File: src/sv/hslc_pkg.sv
// shared types, pattern tables and codes for the http start-line classifier
package hslc_pkg;

	// parameter defaults
	localparam int PATH_MAX_DEF     = 64;
	localparam int PREFIX_BYTES_DEF = 128;

	// stream widths
	localparam int IN_DATA_W  = 8;
	localparam int OUT_DATA_W = 48;

	// result queue depth, holds two results of one byte plus slack
	localparam int RQ_DEPTH = 4;

	// candidate patterns: seven methods in priority order, then the response tag
	localparam int NPAT     = 8;
	localparam int HTTP_PAT = 7;
	localparam int PAT_SPAN = 8;

	// offset of '0' in all three status digits: '0'*100 + '0'*10 + '0'
	localparam logic [15:0] STATUS_BIAS = 16'd5328;

	localparam logic [7:0] PAT_TEXT [NPAT][PAT_SPAN] = '{
		'{"G", "E", "T", " ", 8'h00, 8'h00, 8'h00, 8'h00},
		'{"P", "O", "S", "T", " ", 8'h00, 8'h00, 8'h00},
		'{"P", "U", "T", " ", 8'h00, 8'h00, 8'h00, 8'h00},
		'{"P", "A", "T", "C", "H", " ", 8'h00, 8'h00},
		'{"D", "E", "L", "E", "T", "E", " ", 8'h00},
		'{"H", "E", "A", "D", " ", 8'h00, 8'h00, 8'h00},
		'{"O", "P", "T", "I", "O", "N", "S", " "},
		'{"H", "T", "T", "P", "/", "1", ".", 8'h00}
	};

	localparam logic [3:0] PAT_LEN [NPAT] = '{
		4'd4, 4'd5, 4'd4, 4'd6, 4'd7, 4'd5, 4'd8, 4'd7
	};

	// byte codes that end a path
	localparam logic [7:0] CHAR_SPACE = 8'h20;
	localparam logic [7:0] CHAR_CR    = 8'h0D;
	localparam logic [7:0] CHAR_LF    = 8'h0A;
	localparam logic [7:0] CHAR_NUL   = 8'h00;

	// result kind codes
	localparam logic RK_PATH    = 1'b0;
	localparam logic RK_SUMMARY = 1'b1;

	// message kind codes
	localparam logic [1:0] MK_UNKNOWN  = 2'd0;
	localparam logic [1:0] MK_REQUEST  = 2'd1;
	localparam logic [1:0] MK_RESPONSE = 2'd2;

	// method code for no method
	localparam logic [2:0] METHOD_NONE = 3'd0;

	typedef struct packed {
		logic               result_kind;
		logic [7:0]         path_char;
		logic [5:0]         path_index;
		logic [1:0]         message_kind;
		logic [2:0]         method_code;
		logic signed [15:0] resp_status;
		logic [5:0]         path_length;
		logic               end_of_run;
	} result_t;

endpackage

File: src/sv/http_start_line_classifier.sv
// http start-line classifier: method / response detection, path extraction, status
//
// Takes the leading payload bytes of one message, one byte per item, and
// classifies it as one of seven request methods, as a response ("HTTP/1."),
// or as unknown. For a request each path byte after the method's space is
// returned as a path item; the path ends at space, CR, LF, NUL or after
// PATH_MAX-1 bytes. The byte marked tlast closes the message with a summary
// item (tlast high) carrying the kind, method, status and path length; all
// state then returns to reset. One byte is taken per clock unless stalled:
// it sits in an input register while the classifier updates its state, and
// its results enter a four-entry result queue. A byte yields zero, one or
// two results; the queue drains one result per cycle while m_tready is high,
// so the sustained rate is one byte per cycle as long as the results do not
// exceed one per cycle on average, and the input stalls while fewer than two
// queue entries are free.
module http_start_line_classifier #(
	parameter int PATH_MAX     = hslc_pkg::PATH_MAX_DEF,
	parameter int PREFIX_BYTES = hslc_pkg::PREFIX_BYTES_DEF
) (
	input  logic                              clk,
	input  logic                              arst_n,
	// input stream
	input  logic                              s_tvalid,
	output logic                              s_tready,
	input  logic [hslc_pkg::IN_DATA_W-1:0]    s_tdata,   // [7:0] data_byte
	input  logic                              s_tlast,   // last_byte
	// result stream
	output logic                              m_tvalid,
	input  logic                              m_tready,
	// [7:0] path_char, [13:8] path_index, [15:14] message_kind, [18:16] method_code,
	// [34:19] resp_status, [40:35] path_length, [47:41] zero
	output logic [hslc_pkg::OUT_DATA_W-1:0]   m_tdata,
	output logic                              m_tuser,   // result_kind
	output logic                              m_tlast    // end_of_run
);
	import hslc_pkg::*;

	localparam int BPW = $clog2(PREFIX_BYTES + 1);
	localparam int PCW = $clog2(PATH_MAX);
	localparam int EXW = PCW + 6;
	localparam int RQW = $clog2(RQ_DEPTH);
	localparam int RCW = $clog2(RQ_DEPTH + 1);

	localparam logic [BPW-1:0] PREFIX_POS = BPW'(PREFIX_BYTES);
	localparam logic [PCW-1:0] PATH_LIMIT = PCW'(PATH_MAX - 1);

	// first alive pattern already fully seen, NPAT when none
	function automatic logic [3:0] find_match(input logic [NPAT-1:0] alive,
	                                          input logic [BPW-1:0] pos);
		logic [3:0] hit;
		hit = 4'(NPAT);
		for (int k = NPAT - 1; k >= 0; k--) begin
			if (alive[k] && pos >= BPW'(PAT_LEN[k]))
				hit = 4'(k);
		end
		return hit;
	endfunction

	// classifier state
	logic [BPW-1:0]    byte_position_q;
	logic [NPAT-1:0]   pattern_alive_q;
	logic              path_active_q;
	logic              path_finished_q;
	logic [PCW-1:0]    path_count_q;
	logic [15:0]       status_acc_q;

	// input register
	logic              valid_s1;
	logic [7:0]        byte_s1;
	logic              last_s1;

	// result queue
	result_t           rq_mem [RQ_DEPTH];
	logic [RQW-1:0]    rq_wr_q;
	logic [RQW-1:0]    rq_rd_q;
	logic [RCW-1:0]    rq_count_q;

	logic              adv;
	logic              pop;
	logic [1:0]        push_n;

	// next-state and result logic
	logic [7:0]        b_eff;
	logic              stop_char;
	logic              emit;
	logic              path_active_n;
	logic              path_finished_n;
	logic [PCW-1:0]    path_count_n;
	logic [NPAT-1:0]   pattern_alive_n;
	logic [BPW-1:0]    byte_position_n;
	logic [15:0]       status_acc_n;
	logic [3:0]        match_old;
	logic [3:0]        match_new;
	logic [EXW-1:0]    idx_ext;
	logic [EXW-1:0]    len_ext;
	result_t           path_res;
	result_t           sum_res;
	result_t           first_res;

	// handshakes
	assign adv      = valid_s1 && (rq_count_q <= RCW'(RQ_DEPTH - 2));
	assign s_tready = !valid_s1 || adv;
	assign m_tvalid = (rq_count_q != '0);
	assign pop      = m_tvalid && m_tready;
	assign push_n   = adv ? (2'(emit) + 2'(last_s1)) : 2'd0;

	// input register
	always_ff @(posedge clk or negedge arst_n) begin
		if (!arst_n) begin
			valid_s1 <= 1'b0;
		end else if (s_tready) begin
			valid_s1 <= s_tvalid;
		end
	end

	always_ff @(posedge clk) begin
		if (s_tready && s_tvalid) begin
			byte_s1 <= s_tdata[7:0];
			last_s1 <= s_tlast;
		end
	end

	// per-byte classification
	always_comb begin
		b_eff     = (byte_position_q < PREFIX_POS) ? byte_s1 : 8'h00;
		stop_char = (b_eff == CHAR_SPACE) || (b_eff == CHAR_CR) ||
		            (b_eff == CHAR_LF) || (b_eff == CHAR_NUL);
		match_old = find_match(pattern_alive_q, byte_position_q);

		path_active_n   = path_active_q;
		path_finished_n = path_finished_q;
		path_count_n    = path_count_q;
		emit            = 1'b0;

		// path run
		if (path_active_q && !path_finished_q) begin
			if (stop_char || path_count_q >= PATH_LIMIT) begin
				path_finished_n = 1'b1;
				path_active_n   = 1'b0;
			end else begin
				emit         = 1'b1;
				path_count_n = path_count_q + PCW'(1);
				if (path_count_n >= PATH_LIMIT) begin
					path_finished_n = 1'b1;
					path_active_n   = 1'b0;
				end
			end
		end

		// pattern elimination over the first eight bytes
		pattern_alive_n = pattern_alive_q;
		if (byte_position_q < BPW'(PAT_SPAN)) begin
			for (int k = 0; k < NPAT; k++) begin
				if (byte_position_q < BPW'(PAT_LEN[k]) &&
				    b_eff != PAT_TEXT[k][byte_position_q[2:0]])
					pattern_alive_n[k] = 1'b0;
			end
			for (int k = 0; k < HTTP_PAT; k++) begin
				if (pattern_alive_n[k] &&
				    byte_position_q + BPW'(1) == BPW'(PAT_LEN[k]) &&
				    !path_finished_n)
					path_active_n = 1'b1;
			end
		end

		// status digits at positions nine to eleven
		status_acc_n = status_acc_q;
		if (byte_position_q == BPW'(9))
			status_acc_n = status_acc_q + 16'(b_eff) * 16'd100;
		else if (byte_position_q == BPW'(10))
			status_acc_n = status_acc_q + 16'(b_eff) * 16'd10;
		else if (byte_position_q == BPW'(11))
			status_acc_n = status_acc_q + 16'(b_eff);

		byte_position_n = (byte_position_q < PREFIX_POS) ?
		                  byte_position_q + BPW'(1) : byte_position_q;
		match_new = find_match(pattern_alive_n, byte_position_n);

		// path result
		idx_ext               = EXW'(path_count_q);
		path_res              = '0;
		path_res.result_kind  = RK_PATH;
		path_res.path_char    = b_eff;
		path_res.path_index   = idx_ext[5:0];
		path_res.message_kind = MK_REQUEST;
		path_res.method_code  = (match_old < 4'(HTTP_PAT)) ?
		                        3'(match_old + 4'd1) : METHOD_NONE;

		// summary result
		len_ext              = EXW'(path_count_n);
		sum_res              = '0;
		sum_res.result_kind  = RK_SUMMARY;
		sum_res.path_length  = len_ext[5:0];
		sum_res.end_of_run   = 1'b1;
		if (match_new < 4'(HTTP_PAT)) begin
			sum_res.message_kind = MK_REQUEST;
			sum_res.method_code  = 3'(match_new + 4'd1);
		end else if (match_new == 4'(HTTP_PAT)) begin
			sum_res.message_kind = MK_RESPONSE;
			sum_res.resp_status  = status_acc_n - STATUS_BIAS;
		end else begin
			sum_res.message_kind = MK_UNKNOWN;
		end

		first_res = emit ? path_res : sum_res;
	end

	// state update, back to reset after a summary
	always_ff @(posedge clk or negedge arst_n) begin
		if (!arst_n) begin
			byte_position_q <= '0;
			pattern_alive_q <= '1;
			path_active_q   <= 1'b0;
			path_finished_q <= 1'b0;
			path_count_q    <= '0;
			status_acc_q    <= '0;
		end else if (adv) begin
			if (last_s1) begin
				byte_position_q <= '0;
				pattern_alive_q <= '1;
				path_active_q   <= 1'b0;
				path_finished_q <= 1'b0;
				path_count_q    <= '0;
				status_acc_q    <= '0;
			end else begin
				byte_position_q <= byte_position_n;
				pattern_alive_q <= pattern_alive_n;
				path_active_q   <= path_active_n;
				path_finished_q <= path_finished_n;
				path_count_q    <= path_count_n;
				status_acc_q    <= status_acc_n;
			end
		end
	end

	// result queue storage
	always_ff @(posedge clk) begin
		if (push_n != 2'd0)
			rq_mem[rq_wr_q] <= first_res;
		if (push_n == 2'd2)
			rq_mem[rq_wr_q + RQW'(1)] <= sum_res;
	end

	// result queue pointers
	always_ff @(posedge clk or negedge arst_n) begin
		if (!arst_n) begin
			rq_wr_q    <= '0;
			rq_rd_q    <= '0;
			rq_count_q <= '0;
		end else begin
			rq_wr_q    <= rq_wr_q + RQW'(push_n);
			rq_rd_q    <= rq_rd_q + RQW'(pop);
			rq_count_q <= rq_count_q + RCW'(push_n) - RCW'(pop);
		end
	end

	// result port
	always_comb begin
		m_tdata = {7'b0,
		           rq_mem[rq_rd_q].path_length,
		           rq_mem[rq_rd_q].resp_status,
		           rq_mem[rq_rd_q].method_code,
		           rq_mem[rq_rd_q].message_kind,
		           rq_mem[rq_rd_q].path_index,
		           rq_mem[rq_rd_q].path_char};
		m_tuser = rq_mem[rq_rd_q].result_kind;
		m_tlast = rq_mem[rq_rd_q].end_of_run;
	end

`ifndef SYNTHESIS
	// queue never overfills
	a_rq_bound: assert property (@(posedge clk) disable iff (!arst_n)
		rq_count_q <= RCW'(RQ_DEPTH))
		else $error("result queue overflow");

	// a closing byte returns the classifier to its start state
	a_reset_after_last: assert property (@(posedge clk) disable iff (!arst_n)
		adv && last_s1 |=> byte_position_q == '0 && pattern_alive_q == '1)
		else $error("state not cleared after summary");

	// a path is never running and finished at once
	a_path_flags: assert property (@(posedge clk) disable iff (!arst_n)
		!(path_active_q && path_finished_q))
		else $error("path active and finished together");

	// path count stays within the limit
	a_path_limit: assert property (@(posedge clk) disable iff (!arst_n)
		path_count_q <= PATH_LIMIT)
		else $error("path count beyond limit");
`endif

endmodule
File: config.mk
export PLATFORM = sky130hd
export DESIGN_NAME = http_start_line_classifier
export DESIGN_NICKNAME = d
export VERILOG_FILES = /design/src/sv/hslc_pkg.sv /design/src/sv/http_start_line_classifier.sv
export SDC_FILE = /design/constraint.sdc
export NUM_CORES = 1
export LEC_CHECK = 0
export ABC_AREA = 1
export BUFFER_PORTS_ARGS = -buffer_cell sky130_fd_sc_hd__buf_2
export CORE_UTILIZATION = 63
export CTS_CLUSTER_SIZE = 16
export DETAILED_ROUTE_END_ITERATION = 16
export MAX_ROUTING_LAYER = met4
export PLACE_DENSITY_LB_ADDON = 0.08
export SLEW_MARGIN = 20
export SYNTH_ARGS = -nofsm -noshare
export SYNTH_HDL_FRONTEND = slang
export SYNTH_SLANG_ARGS = --single-unit
File: constraint.sdc
create_clock -name clk -period 6.93 [get_ports clk]
set_clock_uncertainty 0.2 [all_clocks]
set_input_delay 1.386 -clock clk [delete_from_list [all_inputs] [get_ports clk]]
set_output_delay 1.386 -clock clk [all_outputs]
set_load 0.01 [all_outputs]
==> flow_summary.yaml <==
synth:
  seq_area_frac_synth_pct: 39.2
  synth-edff-count: 117
  synth-main-ff-cell: "edfxtp_1"
  ys_types: 62
  yosys_warnings: 0
  synth_area_um2: 15100
  netlist_instances: 1976
  syn_avg_cell_area_um2: 7.65
  synth_seq_cells: 225
  async_reset_ff_share_pct: 21.3
drt:
  drt_wl_total_mm: 43.5
  dr_total_vias: 13900
  post-route-drc-count: 0
  dr.pass1.iters: 6
  drt_iter0_drc: 1244
  ant_nets: 0
  viasPerCell: 5.93
  wire_per_inst_um: 18.6
global_route:
  overflow: 0
  grt_pass1_vias: 13000
  antenna_found_initial: 0
  grt_max_degree: 87
  grt_pass1_wl_mm: 68.4
  track_usage_pct: 36.8
clock_tree:
  htreeDepth: 1
  clockBufferDepth: 3
  cts-buffers-inserted: 24
  clk_latency_ns: 0.52
  cts.sinks: 225
  root_buffer: "clkbuf_16"
  cts_setup_buffers: 0
  cts_resized: 0
  path_clk_slew_ns: 0.06
  cts_tree: "built"
  ctsHoldBuffers: 0
timing:
  hold_viol_final: 0
  fin_tns_setup_ns: 0
  slew_headroom_pct: 23.6
  tightest_slew_ns: 1.13
  finalSetupViolations: 0
  timing.final.crit_share_pct: 85.1
  rsz0062_at_grt: "no"
  fmax_ghz: 0.170
  final.min_clock_period_ns: 5.90
  slew_viol_final: 0
run:
  max-cap-violations: 0
setup_path:
  critPathArrivalTime_ns: 5.96
  path_class: "reg2reg"
  start_kind: "register"
  crit_fanout: 20
  cp.required_ns: 7.00
  worstSetupEndpointType: "register"
min_path:
  holdCritPathClass: "reg2reg"
cells_and_area:
  nets: 2111
  drive_above_1_share_pct: 12.3
  final_cell_mix: "nand2_1, nor2_1, o21ai_0"
  seqCellArea_um2: 5930
  layout_commonest_cell: "nand2_1"
  n_fill_cell: 1992
  synthToLayoutAreaGrowth_pct: 7.66
  multi_input_area_um2: 7980
  final_cell_area_um2: 16300
  antenna_cells: 0
status:
  status: "complete, no violations"
placement:
  post_dp_cell_area_um2: 15500
  hpwl_mm: 30.5
  gp_congestion: 0.977
  portBuffers: 57
pwr:
  power_density_nw_per_um2: 376
  ir_drop_uv: 266
  p_leak_nw: 7.36
die:
  die_area_um2: 24600
  die_w_um: 157
  dieHeight_um: 157
  coreArea_um2: 23500
  rows: 56
  num_io_pins: 65
  initial_core_util_pct: 64.4
-- synthesized netlist by cell type, types with 3 or more instances --
| cell type | count | area, um2 |
|---|---|---|
| buf_4 | 15 | 113 |
| o21ai_0 | 189 | 946 |
| o21ai_2 | 8 | 70.1 |
| nor2_2 | 6 | 37.5 |
| nand3_2 | 10 | 100 |
| xnor2_1 | 17 | 149 |
| o211ai_1 | 5 | 37.5 |
| inv_2 | 34 | 128 |
| dfrtp_1 | 40 | 1000 |
| buf_2 | 9 | 45.0 |
| dfstp_2 | 8 | 210 |
| nor2_4 | 10 | 113 |
| fa_1 | 5 | 100 |
| buf_6 | 5 | 56.3 |
| a21oi_1 | 56 | 280 |
| o21bai_1 | 6 | 45.0 |
| nor2_1 | 240 | 901 |
| ha_1 | 89 | 1110 |
| edfxtp_1 | 117 | 3510 |
| nand2_2 | 31 | 194 |
| dfxtp_1 | 60 | 1200 |
| xor2_1 | 26 | 228 |
| or2_2 | 4 | 25.0 |
| nand3_1 | 155 | 776 |
| a31oi_1 | 3 | 18.8 |
| nand4_1 | 22 | 138 |
| nor3_1 | 18 | 90.1 |
| a22o_1 | 5 | 43.8 |
| a21oi_2 | 7 | 61.3 |
| o21ai_1 | 7 | 35.0 |
| nand2_1 | 415 | 1560 |
| clkbuf_1 | 48 | 180 |
| inv_1 | 185 | 694 |
| nand3b_1 | 6 | 45.0 |
| nor3_2 | 6 | 60.1 |
| o22ai_1 | 78 | 488 |
-- critical path, cell delays in order (launching register included) --
cell and delay (ns):
dfrtp_1 0.54, inv_2 0.11, buf_4 0.30, nand2_2 0.25, inv_2 0.23, ha_1 0.27, ha_1 0.27, inv_1 0.05
fa_1 0.51, inv_1 0.04, ha_1 0.34, nand2_1 0.06, o21ai_0 0.26, a21oi_1 0.10, o21ai_0 0.27, xnor2_1 0.16
inv_1 0.05, ha_1 0.34, a21oi_1 0.22, o21a_1 0.14, o21ai_1 0.08, xor2_1 0.14, nand2_1 0.10, a21oi_2 0.25
nand4_1 0.14, nand3_2 0.13, nor2_1 0.05
-- metrics by stage --
step | hold WS [ns] | std cells | util, % | total power, mW | setup slack [ns]
2_1_floorplan | 0.222 | 1982 | - | 4.00 | 1.96
3_3_place_gp | 0.237 | 2297 | 66.2 | 4.83 | 1.28
3_5_place_dp | 0.244 | 2297 | 66.2 | 4.89 | 1.09
4_1_cts | 0.255 | 2341 | 69.3 | 6.09 | 1.07
5_1_grt | 0.280 | 2341 | 69.3 | 6.56 | 0.610
6_report | 0.258 | 2341 | 69.3 | 6.12 | 1.03
-- layout make-up --
| cell class | count | area share (%) |
|---|---|---|
| sequential | 225 | 36.4 |
| inverter | 221 | 5.11 |
| multi-input combinational | 1458 | 49.0 |
| clock buffer | 32 | 4.07 |
| timing repair buffer | 74 | 2.54 |
| clock inverter | 12 | 0.400 |
| tap | 319 | 2.45 |
-- routing by layer --
metal	track usage, %	wire, um	vias to the layer above
li1	-	-	6672
met1	46.5	17900	6445
met2	59.4	20300	635
met3	5.40	3560	123
met4	15.2	1740	0
met5	-	0	-
-- flip-flops by register name (all words and copies together) (netlist names) --
| name | flops |
|---|---|
| rq_mem | 168 |
| status_acc_q | 16 |
| byte_position_q | 8 |
| byte_s1 | 8 |
| pattern_alive_q | 8 |
| path_count_q | 6 |
| rq_count_q | 3 |
| rq_rd_q | 2 |
| rq_wr_q | 2 |
| last_s1 | 1 |
| path_active_q | 1 |
| path_finished_q | 1 |
| valid_s1 | 1 |
-- logic make-up after synthesis --
group	Yosys count	share of synthesized area, %
XOR/XNOR	45	2.71
flip-flops	225	39.2
buffers and inverters	299	8.21
AND/OR/NAND/NOR	935	27.7
adder cells (fa/ha/maj)	94	8.03
other	1	0.0248
AO/OA/AOI/OAI	377	14.2
-- where the power goes --
| part | total, mW | internal, mW | switching (mW) |
|---|---|---|---|
| registers | 1.74 | 1.60 | 0.140 |
| logic | 3.18 | 1.04 | 2.14 |
| clock network | 1.20 | 0.674 | 0.527 |
| total | 6.12 | 3.32 | 2.81 |
-- worst paths after layout --
path	startpoint	to	slack, ns	cells after the start
worst max register to register	byte_position_q[7]	rq_mem[0][22]	1.03	26
worst max-delay path	byte_position_q[7]	rq_mem[0][22]	1.03	26
min in group asynchronous	arst_n	rq_count_q[1]	0.81	2
max in group asynchronous	arst_n	byte_position_q[6]	5.20	2
worst min-delay path	rq_mem[3][0]	rq_mem[3][0]	0.26	2
worst min register to register	rq_mem[3][0]	rq_mem[3][0]	0.26	2
Note: power is estimated with default switching activity, not from simulation.
